===== config.mk =====
export PLATFORM = sky130hd
export DESIGN_NAME = encoder_rate_moving_average
export DESIGN_NICKNAME = d
export VERILOG_FILES = /design/src/era_pkg.sv /design/src/era_ram.sv /design/src/encoder_rate_moving_average.sv
export VERILOG_INCLUDE_DIRS = /design/src /design/src/src
export SDC_FILE = /design/constraint.sdc
export NUM_CORES = 1
export LEC_CHECK = 0
export ABC_AREA = 1
export BUFFER_PORTS_ARGS = -buffer_cell sky130_fd_sc_hd__buf_2
export CAP_MARGIN = 20
export CORE_ASPECT_RATIO = 1.4
export CORE_MARGIN = 2
export CORE_UTILIZATION = 50
export DETAILED_ROUTE_END_ITERATION = 6
export GPL_TIMING_DRIVEN = 0
export PLACE_DENSITY = 0.65
export SETUP_SLACK_MARGIN = 0.05
export SYNTH_ARGS = -nofsm -noshare
export SYNTH_HDL_FRONTEND = slang
export SYNTH_SLANG_ARGS = --single-unit
export TNS_END_PERCENT = 30

===== constraint.sdc =====
create_clock -name clk_i -period 3 [get_ports clk_i]
set_input_delay 0.15 -clock clk_i [delete_from_list [all_inputs] [get_ports clk_i]]
set_output_delay 0.15 -clock clk_i [all_outputs]
set_load 0.01 [all_outputs]

===== src/encoder_rate_moving_average_assert.svh =====
// assertion macros shared by the encoder rate moving average rtl
`ifndef ENCODER_RATE_MOVING_AVERAGE_ASSERT_SVH
`define ENCODER_RATE_MOVING_AVERAGE_ASSERT_SVH

// condition that must hold at every clock edge out of reset
`define ERA_ASSERT(label, cond) \
  label: assert property (@(posedge clk_i) disable iff (!rst_ni) (cond)) \
    else $error("era invariant violated");

// same-cycle implication
`define ERA_ASSERT_IMP(label, ante, cons) \
  label: assert property (@(posedge clk_i) disable iff (!rst_ni) (ante) |-> (cons)) \
    else $error("era implication violated");

// next-cycle implication
`define ERA_ASSERT_NEXT(label, ante, cons) \
  label: assert property (@(posedge clk_i) disable iff (!rst_ni) (ante) |=> (cons)) \
    else $error("era sequence violated");

`endif


===== src/era_pkg.sv =====
// shared types and constants for the encoder rate moving average
`timescale 1ns / 1ps
package era_pkg;

  // sample and result width
  localparam int SAMPLE_W = 16;

  // saturation limits for the negated sample
  localparam logic signed [SAMPLE_W-1:0] SAMPLE_MIN = {1'b1, {(SAMPLE_W-1){1'b0}}};
  localparam logic signed [SAMPLE_W-1:0] SAMPLE_MAX = {1'b0, {(SAMPLE_W-1){1'b1}}};

  // sequencer states
  typedef enum logic [4:0] {
    ST_IDLE   = 5'b00001,
    ST_UPDATE = 5'b00010,
    ST_ABS    = 5'b00100,
    ST_DIV    = 5'b01000,
    ST_DONE   = 5'b10000
  } era_state_e;

endpackage


===== src/era_ram.sv =====
// generic single-write, single-read ram with registered read data
`timescale 1ns / 1ps
module era_ram #(
  parameter int WIDTH = 16,
  parameter int DEPTH = 16
) (
  input  logic                     clk_i,
  input  logic                     we_i,
  input  logic [$clog2(DEPTH)-1:0] waddr_i,
  input  logic [WIDTH-1:0]         wdata_i,
  input  logic                     re_i,
  input  logic [$clog2(DEPTH)-1:0] raddr_i,
  output logic [WIDTH-1:0]         rdata_o
);

  logic [WIDTH-1:0] mem_q [DEPTH];
  logic [WIDTH-1:0] rdata_q;

  // write port
  always_ff @(posedge clk_i) begin
    if (we_i) begin
      mem_q[waddr_i] <= wdata_i;
    end
  end

  // registered read port
  always_ff @(posedge clk_i) begin
    if (re_i) begin
      rdata_q <= mem_q[raddr_i];
    end
  end

  assign rdata_o = rdata_q;

endmodule


===== src/encoder_rate_moving_average.sv =====
// top level of the encoder rate moving average filter
`timescale 1ns / 1ps
// Each request carries one signed encoder rate sample. The sample is negated
// (the most negative code saturates to the most positive), written into a
// window of the last WINDOW values, and the mean of the values held comes out
// truncated toward zero. After reset the window holds one zero entry, so the
// divisor starts at one and grows to WINDOW. A request goes through the update,
// magnitude, divide and done states before the next request is accepted; the
// shared restoring divider produces one quotient bit per cycle over MAG_W =
// 16 + clog2(WINDOW) bits, the magnitude width of the running sum. The result
// sits in an output register, so a new sample is taken while it waits. The
// window lives in a ram; no clearing pass is needed after reset.
module encoder_rate_moving_average #(
  parameter int WINDOW = 16
) (
  input  logic                                clk_i,
  input  logic                                rst_ni,
  input  logic                                in_valid_i,
  output logic                                in_stall_o,
  input  logic signed [era_pkg::SAMPLE_W-1:0] rate_sample_i,
  output logic                                out_valid_o,
  input  logic                                out_stall_i,
  output logic signed [era_pkg::SAMPLE_W-1:0] average_rate_o
);

  import era_pkg::*;

  localparam int IDX_W  = $clog2(WINDOW);
  localparam int CNT_W  = $clog2(WINDOW + 1);
  localparam int SUM_W  = SAMPLE_W + $clog2(WINDOW) + 1;
  localparam int MAG_W  = SUM_W - 1;
  localparam int STEP_W = $clog2(MAG_W);

  era_state_e state_q, state_d;

  logic signed [SAMPLE_W-1:0] sample_q, sample_d;
  logic signed [SUM_W-1:0]    total_q, total_d;
  logic [CNT_W-1:0]           held_q, held_d;
  logic [IDX_W-1:0]           oldest_q, oldest_d;
  logic                       seed_q, seed_d;
  logic [MAG_W-1:0]           dvd_q, dvd_d;
  logic [CNT_W-1:0]           rem_q, rem_d;
  logic [STEP_W-1:0]          step_q, step_d;
  logic                       neg_q, neg_d;
  logic                       out_valid_q, out_valid_d;
  logic signed [SAMPLE_W-1:0] avg_q, avg_d;

  logic                       in_accept;
  logic                       full;
  logic signed [SAMPLE_W-1:0] neg_sample;
  logic signed [SAMPLE_W-1:0] old_val;
  logic [SAMPLE_W-1:0]        rd_data;
  logic                       ram_we;
  logic [IDX_W-1:0]           wr_slot;
  logic [SUM_W-1:0]           mag;
  logic [CNT_W:0]             trial;
  logic [CNT_W:0]             diff;
  logic                       qbit;

  assign in_stall_o  = (state_q != ST_IDLE);
  assign in_accept   = in_valid_i && !in_stall_o;
  assign out_valid_o = out_valid_q;
  assign average_rate_o = avg_q;

  // negate with saturation of the most negative code
  assign neg_sample = (rate_sample_i == SAMPLE_MIN) ? SAMPLE_MAX : -rate_sample_i;

  // window bookkeeping
  assign full    = (held_q == CNT_W'(WINDOW));
  assign old_val = (full && !seed_q) ? $signed(rd_data) : '0;
  assign wr_slot = full ? oldest_q : held_q[IDX_W-1:0];
  assign ram_we  = (state_q == ST_UPDATE);

  era_ram #(
    .WIDTH(SAMPLE_W),
    .DEPTH(WINDOW)
  ) u_window (
    .clk_i  (clk_i),
    .we_i   (ram_we),
    .waddr_i(wr_slot),
    .wdata_i(sample_q),
    .re_i   (in_accept),
    .raddr_i(oldest_q),
    .rdata_o(rd_data)
  );

  // shared divider datapath: one restoring step per cycle
  assign mag   = total_q[SUM_W-1] ? -total_q : total_q;
  assign trial = {rem_q, dvd_q[MAG_W-1]};
  assign diff  = trial - {1'b0, held_q};
  assign qbit  = !diff[CNT_W];

  // sequencer
  always_comb begin
    state_d     = state_q;
    sample_d    = sample_q;
    total_d     = total_q;
    held_d      = held_q;
    oldest_d    = oldest_q;
    seed_d      = seed_q;
    dvd_d       = dvd_q;
    rem_d       = rem_q;
    step_d      = step_q;
    neg_d       = neg_q;
    avg_d       = avg_q;
    out_valid_d = out_valid_q && out_stall_i;
    case (state_q)
      ST_IDLE: begin
        if (in_accept) begin
          sample_d = neg_sample;
          state_d  = ST_UPDATE;
        end
      end
      ST_UPDATE: begin
        total_d = total_q
                - {{(SUM_W-SAMPLE_W){old_val[SAMPLE_W-1]}}, old_val}
                + {{(SUM_W-SAMPLE_W){sample_q[SAMPLE_W-1]}}, sample_q};
        if (full) begin
          seed_d   = 1'b0;
          oldest_d = (oldest_q == IDX_W'(WINDOW - 1)) ? '0 : oldest_q + 1'b1;
        end else begin
          held_d = held_q + 1'b1;
        end
        state_d = ST_ABS;
      end
      ST_ABS: begin
        dvd_d   = mag[MAG_W-1:0];
        neg_d   = total_q[SUM_W-1];
        rem_d   = '0;
        step_d  = STEP_W'(MAG_W - 1);
        state_d = ST_DIV;
      end
      ST_DIV: begin
        rem_d = qbit ? diff[CNT_W-1:0] : trial[CNT_W-1:0];
        dvd_d = {dvd_q[MAG_W-2:0], qbit};
        if (step_q == '0) begin
          state_d = ST_DONE;
        end else begin
          step_d = step_q - 1'b1;
        end
      end
      ST_DONE: begin
        if (!out_valid_q || !out_stall_i) begin
          avg_d       = neg_q ? -$signed(dvd_q[SAMPLE_W-1:0]) : $signed(dvd_q[SAMPLE_W-1:0]);
          out_valid_d = 1'b1;
          state_d     = ST_IDLE;
        end
      end
      default: begin
        state_d = ST_IDLE;
      end
    endcase
  end

  // control state
  always_ff @(posedge clk_i or negedge rst_ni) begin
    if (!rst_ni) begin
      state_q     <= ST_IDLE;
      total_q     <= '0;
      held_q      <= CNT_W'(1);
      oldest_q    <= '0;
      seed_q      <= 1'b1;
      out_valid_q <= 1'b0;
    end else begin
      state_q     <= state_d;
      total_q     <= total_d;
      held_q      <= held_d;
      oldest_q    <= oldest_d;
      seed_q      <= seed_d;
      out_valid_q <= out_valid_d;
    end
  end

  // datapath registers
  always_ff @(posedge clk_i) begin
    sample_q <= sample_d;
    dvd_q    <= dvd_d;
    rem_q    <= rem_d;
    step_q   <= step_d;
    neg_q    <= neg_d;
    avg_q    <= avg_d;
  end

  `include "encoder_rate_moving_average_assert.svh"

  // fill count stays within one and the window size
  `ERA_ASSERT(a_held_range, (held_q != '0) && (held_q <= CNT_W'(WINDOW)))
  // oldest slot only moves once the window is full
  `ERA_ASSERT_IMP(a_oldest_fill, !full, oldest_q == '0)
  // the initial zero entry is only retired after the window fills
  `ERA_ASSERT_IMP(a_seed_fill, !seed_q, full)
  // an accepted request goes straight to the update step
  `ERA_ASSERT_NEXT(a_accept_update, in_accept, state_q == ST_UPDATE)
  // divider remainder stays below the divisor
  `ERA_ASSERT_IMP(a_rem_bound, state_q == ST_DIV, rem_q < held_q)

endmodule

==> results of run 1 <==
## worst min-delay path by stage
stage / to / slack [ns] / depth (start not counted)
after floorplan: held_q[1]$_DFFE_PN0P_ / -0.15 / 0
after global placement: total_q[15]$_DFFE_PN0P_ / 0.30 / 1
after detailed placement: total_q[19]$_DFFE_PN0P_ / 0.30 / 1
after CTS: sample_q[15]$_SDFFCE_PN0P_ / 0.02 / 4
after global routing: sample_q[3]$_SDFFCE_PN1P_ / 0.07 / 3
final: sample_q[15]$_SDFFCE_PN0P_ / 0.04 / 4
## per-layer routing
metal	part of all wire [%]	global-route usage, %
met1	37	29.5
met2	54	49.8
met3	4.5	3.35
met4	5.1	12.8
met5	0	0
## worst max-delay path: cells and delay by family, from the launching register on
family,cells,cell delay (ns)
compound gates,1,0.20
fa+ha+maj,3,0.97
buf+inv,5,0.39
flops,1,0.57
simple gates,9,0.75
## cells in the mapped netlist (2+ instances only)
cell type    n  area share (%)
nor3_4       3            0.27
o211ai_1     7            0.29
and2_1       3            0.11
dfstp_2      3            0.44
fa_1        21             2.4
nor2_2       3            0.11
inv_1      203             4.3
xor2_1      34             1.7
clkbuf_1    37            0.78
o21bai_1     4            0.17
buf_2       18            0.50
o22ai_1     41             1.4
nand3_2      2            0.11
inv_2        4           0.084
buf_1        2           0.042
nand3b_1     6            0.25
clkbuf_2     2           0.056
nand2_1    287             6.0
o21ai_0    178             5.0
ha_1        34             2.4
dfrtp_1     34             4.8
nor3_1       5            0.14
or2_2        8            0.28
xnor2_1      8            0.39
o21ai_1      5            0.14
edfxtp_1   335              56
clkinv_1     2           0.042
nand4_1     15            0.53
buf_4        3            0.13
nand3_1    105             2.9
nor2_1     239             5.0
a31oi_1      3            0.11
buf_6        3            0.19
nor4_1       3            0.11
o221ai_1    26             1.3
a21oi_1     30            0.84
## power breakdown
group | internal, mW | switching, mW
clock | 2.60 | 1.93
combinational | 3.81 | 5.97
sequential | 6.89 | 0.810
total | 13.3 | 8.71
## area by class of cell
class / instances / area [sq um]
fillers: 2872 / 13800
flip-flops and latches: 372 / 11000
multi-input cells: 1076 / 6560
clock buffers: 53 / 1010
repair buffers: 102 / 857
inverters: 209 / 797
well taps: 456 / 571
plain buffers: 65 / 314
clock inverters: 13 / 151
## state kept, by name, summed over array words and instances (netlist names), 16 cells and up
| register | cells |
|---|---|
| total_q | 21 |
| sample_q | 16 |
| u_window.rdata_o | 16 |
| u_window.mem_q | 256 |
| dvd_q | 20 |
| average_rate_o | 16 |
## logic make-up (layout without fill, tap and decap cells)
| group | after synthesis | count (layout) | share of synthesized area (%) |
|---|---|---|---|
| simple gates | 683 | 683 | 16.2 |
| fa+ha+maj | 55 | 55 | 4.74 |
| flops | 372 | 372 | 61.6 |
| buf+inv | 274 | 442 | 6.09 |
| compound gates | 296 | 296 | 9.34 |
| xor+xnor | 42 | 42 | 2.06 |
## timing repair
action / in CTS / in global routing
buffers inserted: 19 / 13
resized for setup: 111 / 77
pin swaps: 33 / 40
setup endpoints to repair: 18 / 16
endpoints found under the hold margin: 46 / 0
gates cloned: 1 / 0
hold buffers: 14 / 0
==> results.cfg, run 1 <==
[synthesis]
ys_seq_elements = 372
synthCells = 1722
synth_area_sq_um = 17900
synth_edf_count = 335
async_flop_share_pct = 9.95
synthesis.nets = 1797
synth_cell_type_count = 42
synth-main-ff-cell = edfxtp_1
yosysWarnings = 0
yosysSeqAreaShare_pct = 61.6
syn_avg_cell_area_sq_um = 10.4

[timing]
holdWs_ns = 0.0386
hold_viol = 0
setup_viol = 1
fin_skew_ns = 0.0205
fin_crit_sh_pct = 100
rsz0062_at_grt = yes
worstMarginPinSlew_ns = 0.962
max-slew-margin-rel_pct = 35.8
timing.fmax_mhz = 333
slew_violations = 0
setup_tns_ns = -0.00210
timing.final.crit_period_ns = 3.00
setup_slack_ns = -0.00210

[run]
maxCapViolCount = 0

[layout]
post-route-util_pct = 60.6
synthToLayoutAreaGrowth_pct = 19.0
layout_commonest_cell = edfxtp_1
stdcell_count = 2346
final_cell_mix = edfxtp_1, nand2_1, nor2_1, inv_1, o21ai_0
stdcell_area_sq_um = 21200
nets = 1937
num_antenna_cells = 0
drive_above_1_share_pct = 18.7

[critical_path]
crit_path_end = total_q[13]$_DFFE_PN0P_
cp-start-kind = flip-flop
cp.arrival_ns = 3.43
startpoint = held_q[0]$_DFFE_PN1P_
rr_endpoint = total_q[13]$_DFFE_PN0P_
critical_path_class = reg2reg
cp-end-kind = flip-flop
critical_path.max_fanout = 7
rr_startpoint = held_q[0]$_DFFE_PN1P_
cp_slowest_cell = dfstp_2
r2r_cells = 18
path_cells = inv_4, ha_4, nand4_4, nor2_4, clkinv_4, buf_8, nor2_4, fa_1, inv_2, ha_4, nand2_8, inv_4, a21oi_4, nor2_1, nor2_1, nand3b_1, nand3_2, nand2_1
cpPeakStageDelay_ns = 0.57
rrSetupSlack_ns = -0.002
crit_required_ns = 3.43

[placed_design]
io_buffers = 37
place.gp.congestion = 0.941
placed_area_sq_um = 19000
dp_worst_setup_slack_ns = -0.595
dp.final_hpwl_um = 34000
dp.cells = 2233

[routing]
wl_per_cell_um = 20.6
remaining_drc_errors = 0
wirelength_um = 48400
first_pass_iters = 5
vias = 13100
vias_per_cell = 5.59
drt_iter0_markers = 1076
ant_nets = 0

[global_routing]
grt_max_degree = 38
first_global_vias = 13100
antenna_found_initial = 0
overflow = 0
grt_pass1_wl_um = 74000
track_usage_pct = 26.6

[power_and_ir_drop]
powerDensity_nw_per_um2 = 1040
p_total_mw = 22.0
p_leak_nw = 8.20
peakVddDrop_uv = 519

[floorplanning]
die_x_um = 164
pin_count = 38
die_area_sq_um = 37300
die_h_um = 228
floorplan.initialDensity_pct = 50.9
fp.coreArea_sq_um = 35100
row_count = 81

[clock_tree]
cts_max_path_buffers = 3
cts_tree = done
clk_latency_ns = 0.54
cts_buffers = 36
clkTransAtPathRegs_ns = 0.06
cts_sinks = 372
cts_root_buffer = clkbuf_16
htree_num_levels = 2

[status]
status = complete, but fails checks
violations = negative setup slack

[hold_path]
min_from = rate_sample_i[15]
hold_class = in2reg
Power figures use the tool's default switching activity.
==> run 2, diff against run 1 <==
--- a/config.mk
+++ b/config.mk
@@ -11,10 +11,10 @@
 export CAP_MARGIN = 20
 export CORE_ASPECT_RATIO = 1.4
 export CORE_MARGIN = 2
-export CORE_UTILIZATION = 50
+export CORE_UTILIZATION = 45
+export CTS_CLUSTER_SIZE = 16
 export DETAILED_ROUTE_END_ITERATION = 6
 export GPL_TIMING_DRIVEN = 0
-export PLACE_DENSITY = 0.65
 export SETUP_SLACK_MARGIN = 0.05
 export SYNTH_ARGS = -nofsm -noshare
 export SYNTH_HDL_FRONTEND = slang
==> results.cfg, run 2 (same netlist as run 1, synthesis figures left out) <==
[status]
status = completed

[critical_path]
r2r_cells = 18
cp-end-kind = flip-flop
cp-start-kind = flip-flop
rrSetupSlack_ns = 0.03
critical_path_class = reg2reg
startpoint = held_q[0]$_DFFE_PN1P_
path_cells = inv_4, ha_4, nand4_4, nor2_4, clkinv_4, buf_8, nor2_4, fa_1, inv_2, ha_4, nand2_1, nand2_2, a21oi_4, nor2_1, nor2_2, nand3b_1, nand3_2, nand2_1
cp_slowest_cell = dfstp_2
crit_required_ns = 3.44
cpPeakStageDelay_ns = 0.56
critical_path.max_fanout = 7
rr_endpoint = total_q[13]$_DFFE_PN0P_
crit_path_end = total_q[13]$_DFFE_PN0P_
cp.arrival_ns = 3.41
rr_startpoint = held_q[0]$_DFFE_PN1P_

[clock_tree]
clk_latency_ns = 0.56
cts_max_path_buffers = 3
htree_num_levels = 2
clkTransAtPathRegs_ns = 0.06
cts_sinks = 372
cts_buffers = 37
cts_tree = done
cts_root_buffer = clkbuf_16

[layout]
drive_above_1_share_pct = 18.8
synthToLayoutAreaGrowth_pct = 19.4
stdcell_area_sq_um = 21300
layout_commonest_cell = edfxtp_1
num_antenna_cells = 0
top_regs = u_window.mem_q x256, total_q x21, dvd_q x20
largest_reg_flops = 256
top_register = u_window.mem_q
nets = 1939
final_cell_mix = edfxtp_1, nand2_1, nor2_1, inv_1, o21ai_0

[floorplanning]
die_x_um = 172
die_h_um = 240
floorplan.initialDensity_pct = 45.5
die_area_sq_um = 41300
pin_count = 38
row_count = 86
fp.coreArea_sq_um = 39300

[global_routing]
grt_max_degree = 38
antenna_found_initial = 0
grt_pass1_wl_um = 74000
first_global_vias = 12700
overflow = 0
track_usage_pct = 24.1

[timing]
fin_crit_sh_pct = 98.9
max-slew-margin-rel_pct = 35.3
setup_slack_ns = 0.0331
rsz0062_at_grt = yes
setup_tns_ns = 0
timing.final.crit_period_ns = 2.97
hold_viol = 0
setup_viol = 0
worstMarginPinSlew_ns = 0.969
slew_violations = 0
timing.fmax_mhz = 337
fin_skew_ns = 0.0188

[hold_path]
hold_class = in2reg

[placed_design]
dp.final_hpwl_um = 34400
io_buffers = 37
placed_area_sq_um = 19000
place.gp.congestion = 0.921
dp_worst_setup_slack_ns = -0.666

[power_and_ir_drop]
powerDensity_nw_per_um2 = 1030
peakVddDrop_uv = 563
p_leak_nw = 8.19
p_total_mw = 21.9

[run]
maxCapViolCount = 0

[routing]
wirelength_um = 48700
ant_nets = 0
vias_per_cell = 5.36
vias = 13000
remaining_drc_errors = 0
drt_iter0_markers = 1175
first_pass_iters = 6
wl_per_cell_um = 20.1
## run 2: worst min-delay path by stage
stage	startpoint	end	slack (ns)	depth (start not counted)
after floorplan	rst_ni	held_q[1]$_DFFE_PN0P_	-0.15	0
after global placement	rst_ni	total_q[15]$_DFFE_PN0P_	0.31	1
after detailed placement	rst_ni	total_q[19]$_DFFE_PN0P_	0.32	1
after CTS	rate_sample_i[15]	sample_q[15]$_SDFFCE_PN0P_	0.03	4
after global routing	rate_sample_i[3]	sample_q[3]$_SDFFCE_PN1P_	0.05	3
final	rate_sample_i[3]	sample_q[3]$_SDFFCE_PN1P_	0.04	3
## run 2: worst max-delay path, delay by kind of cell (launching register included)
| family | cells | cell delay, ns |
|---|---|---|
| AO/OA/AOI/OAI | 1 | 0.22 |
| adder cells (fa/ha/maj) | 3 | 0.96 |
| buffers and inverters | 4 | 0.32 |
| flip-flops | 1 | 0.56 |
| AND/OR/NAND/NOR | 10 | 0.76 |
## run 2: per-stage QoR
stage                     std cells  hold WS, ns  utilization (%)
after detailed placement       2304        0.316             48.5
after global routing           2421       0.0486             54.3
final                          2421       0.0386             54.3
after CTS                      2400       0.0304             53.1
after floorplan                1722       -0.146                -
after global placement         2287        0.308             47.7
## run 2: what timing repair did
item,in CTS,in global routing
endpoints found under the setup margin,18,31
pin swaps,19,49
gates resized for setup,101,89
gates cloned,1,0
hold buffers,14,0
hold endpoints to repair,46,0
setup buffers,13,21
## run 2: per-layer routing
metal | global-route usage (%) | part of all wire (%) | vias to the layer above
li1 | - | - | 6182
met1 | 27.6 | 38 | 6315
met2 | 44.0 | 53 | 373
met3 | 3.16 | 4.4 | 117
met4 | 11.4 | 5.1 | 0
met5 | 0 | 0 | -
## run 2: final cells by class
cell class / instances / area [sq um]
fill: 3412 / 18000
sequential: 372 / 11000
multi-input combinational: 1076 / 6540
clock buffer: 48 / 967
timing repair buffer: 103 / 857
inverter: 209 / 802
tap: 528 / 661
buffer: 65 / 314
clock inverter: 20 / 178
## run 2: where the power goes
group | switching [mW] | internal [mW]
sequential | 0.766 | 6.89
clock | 1.99 | 2.48
combinational | 5.99 | 3.79
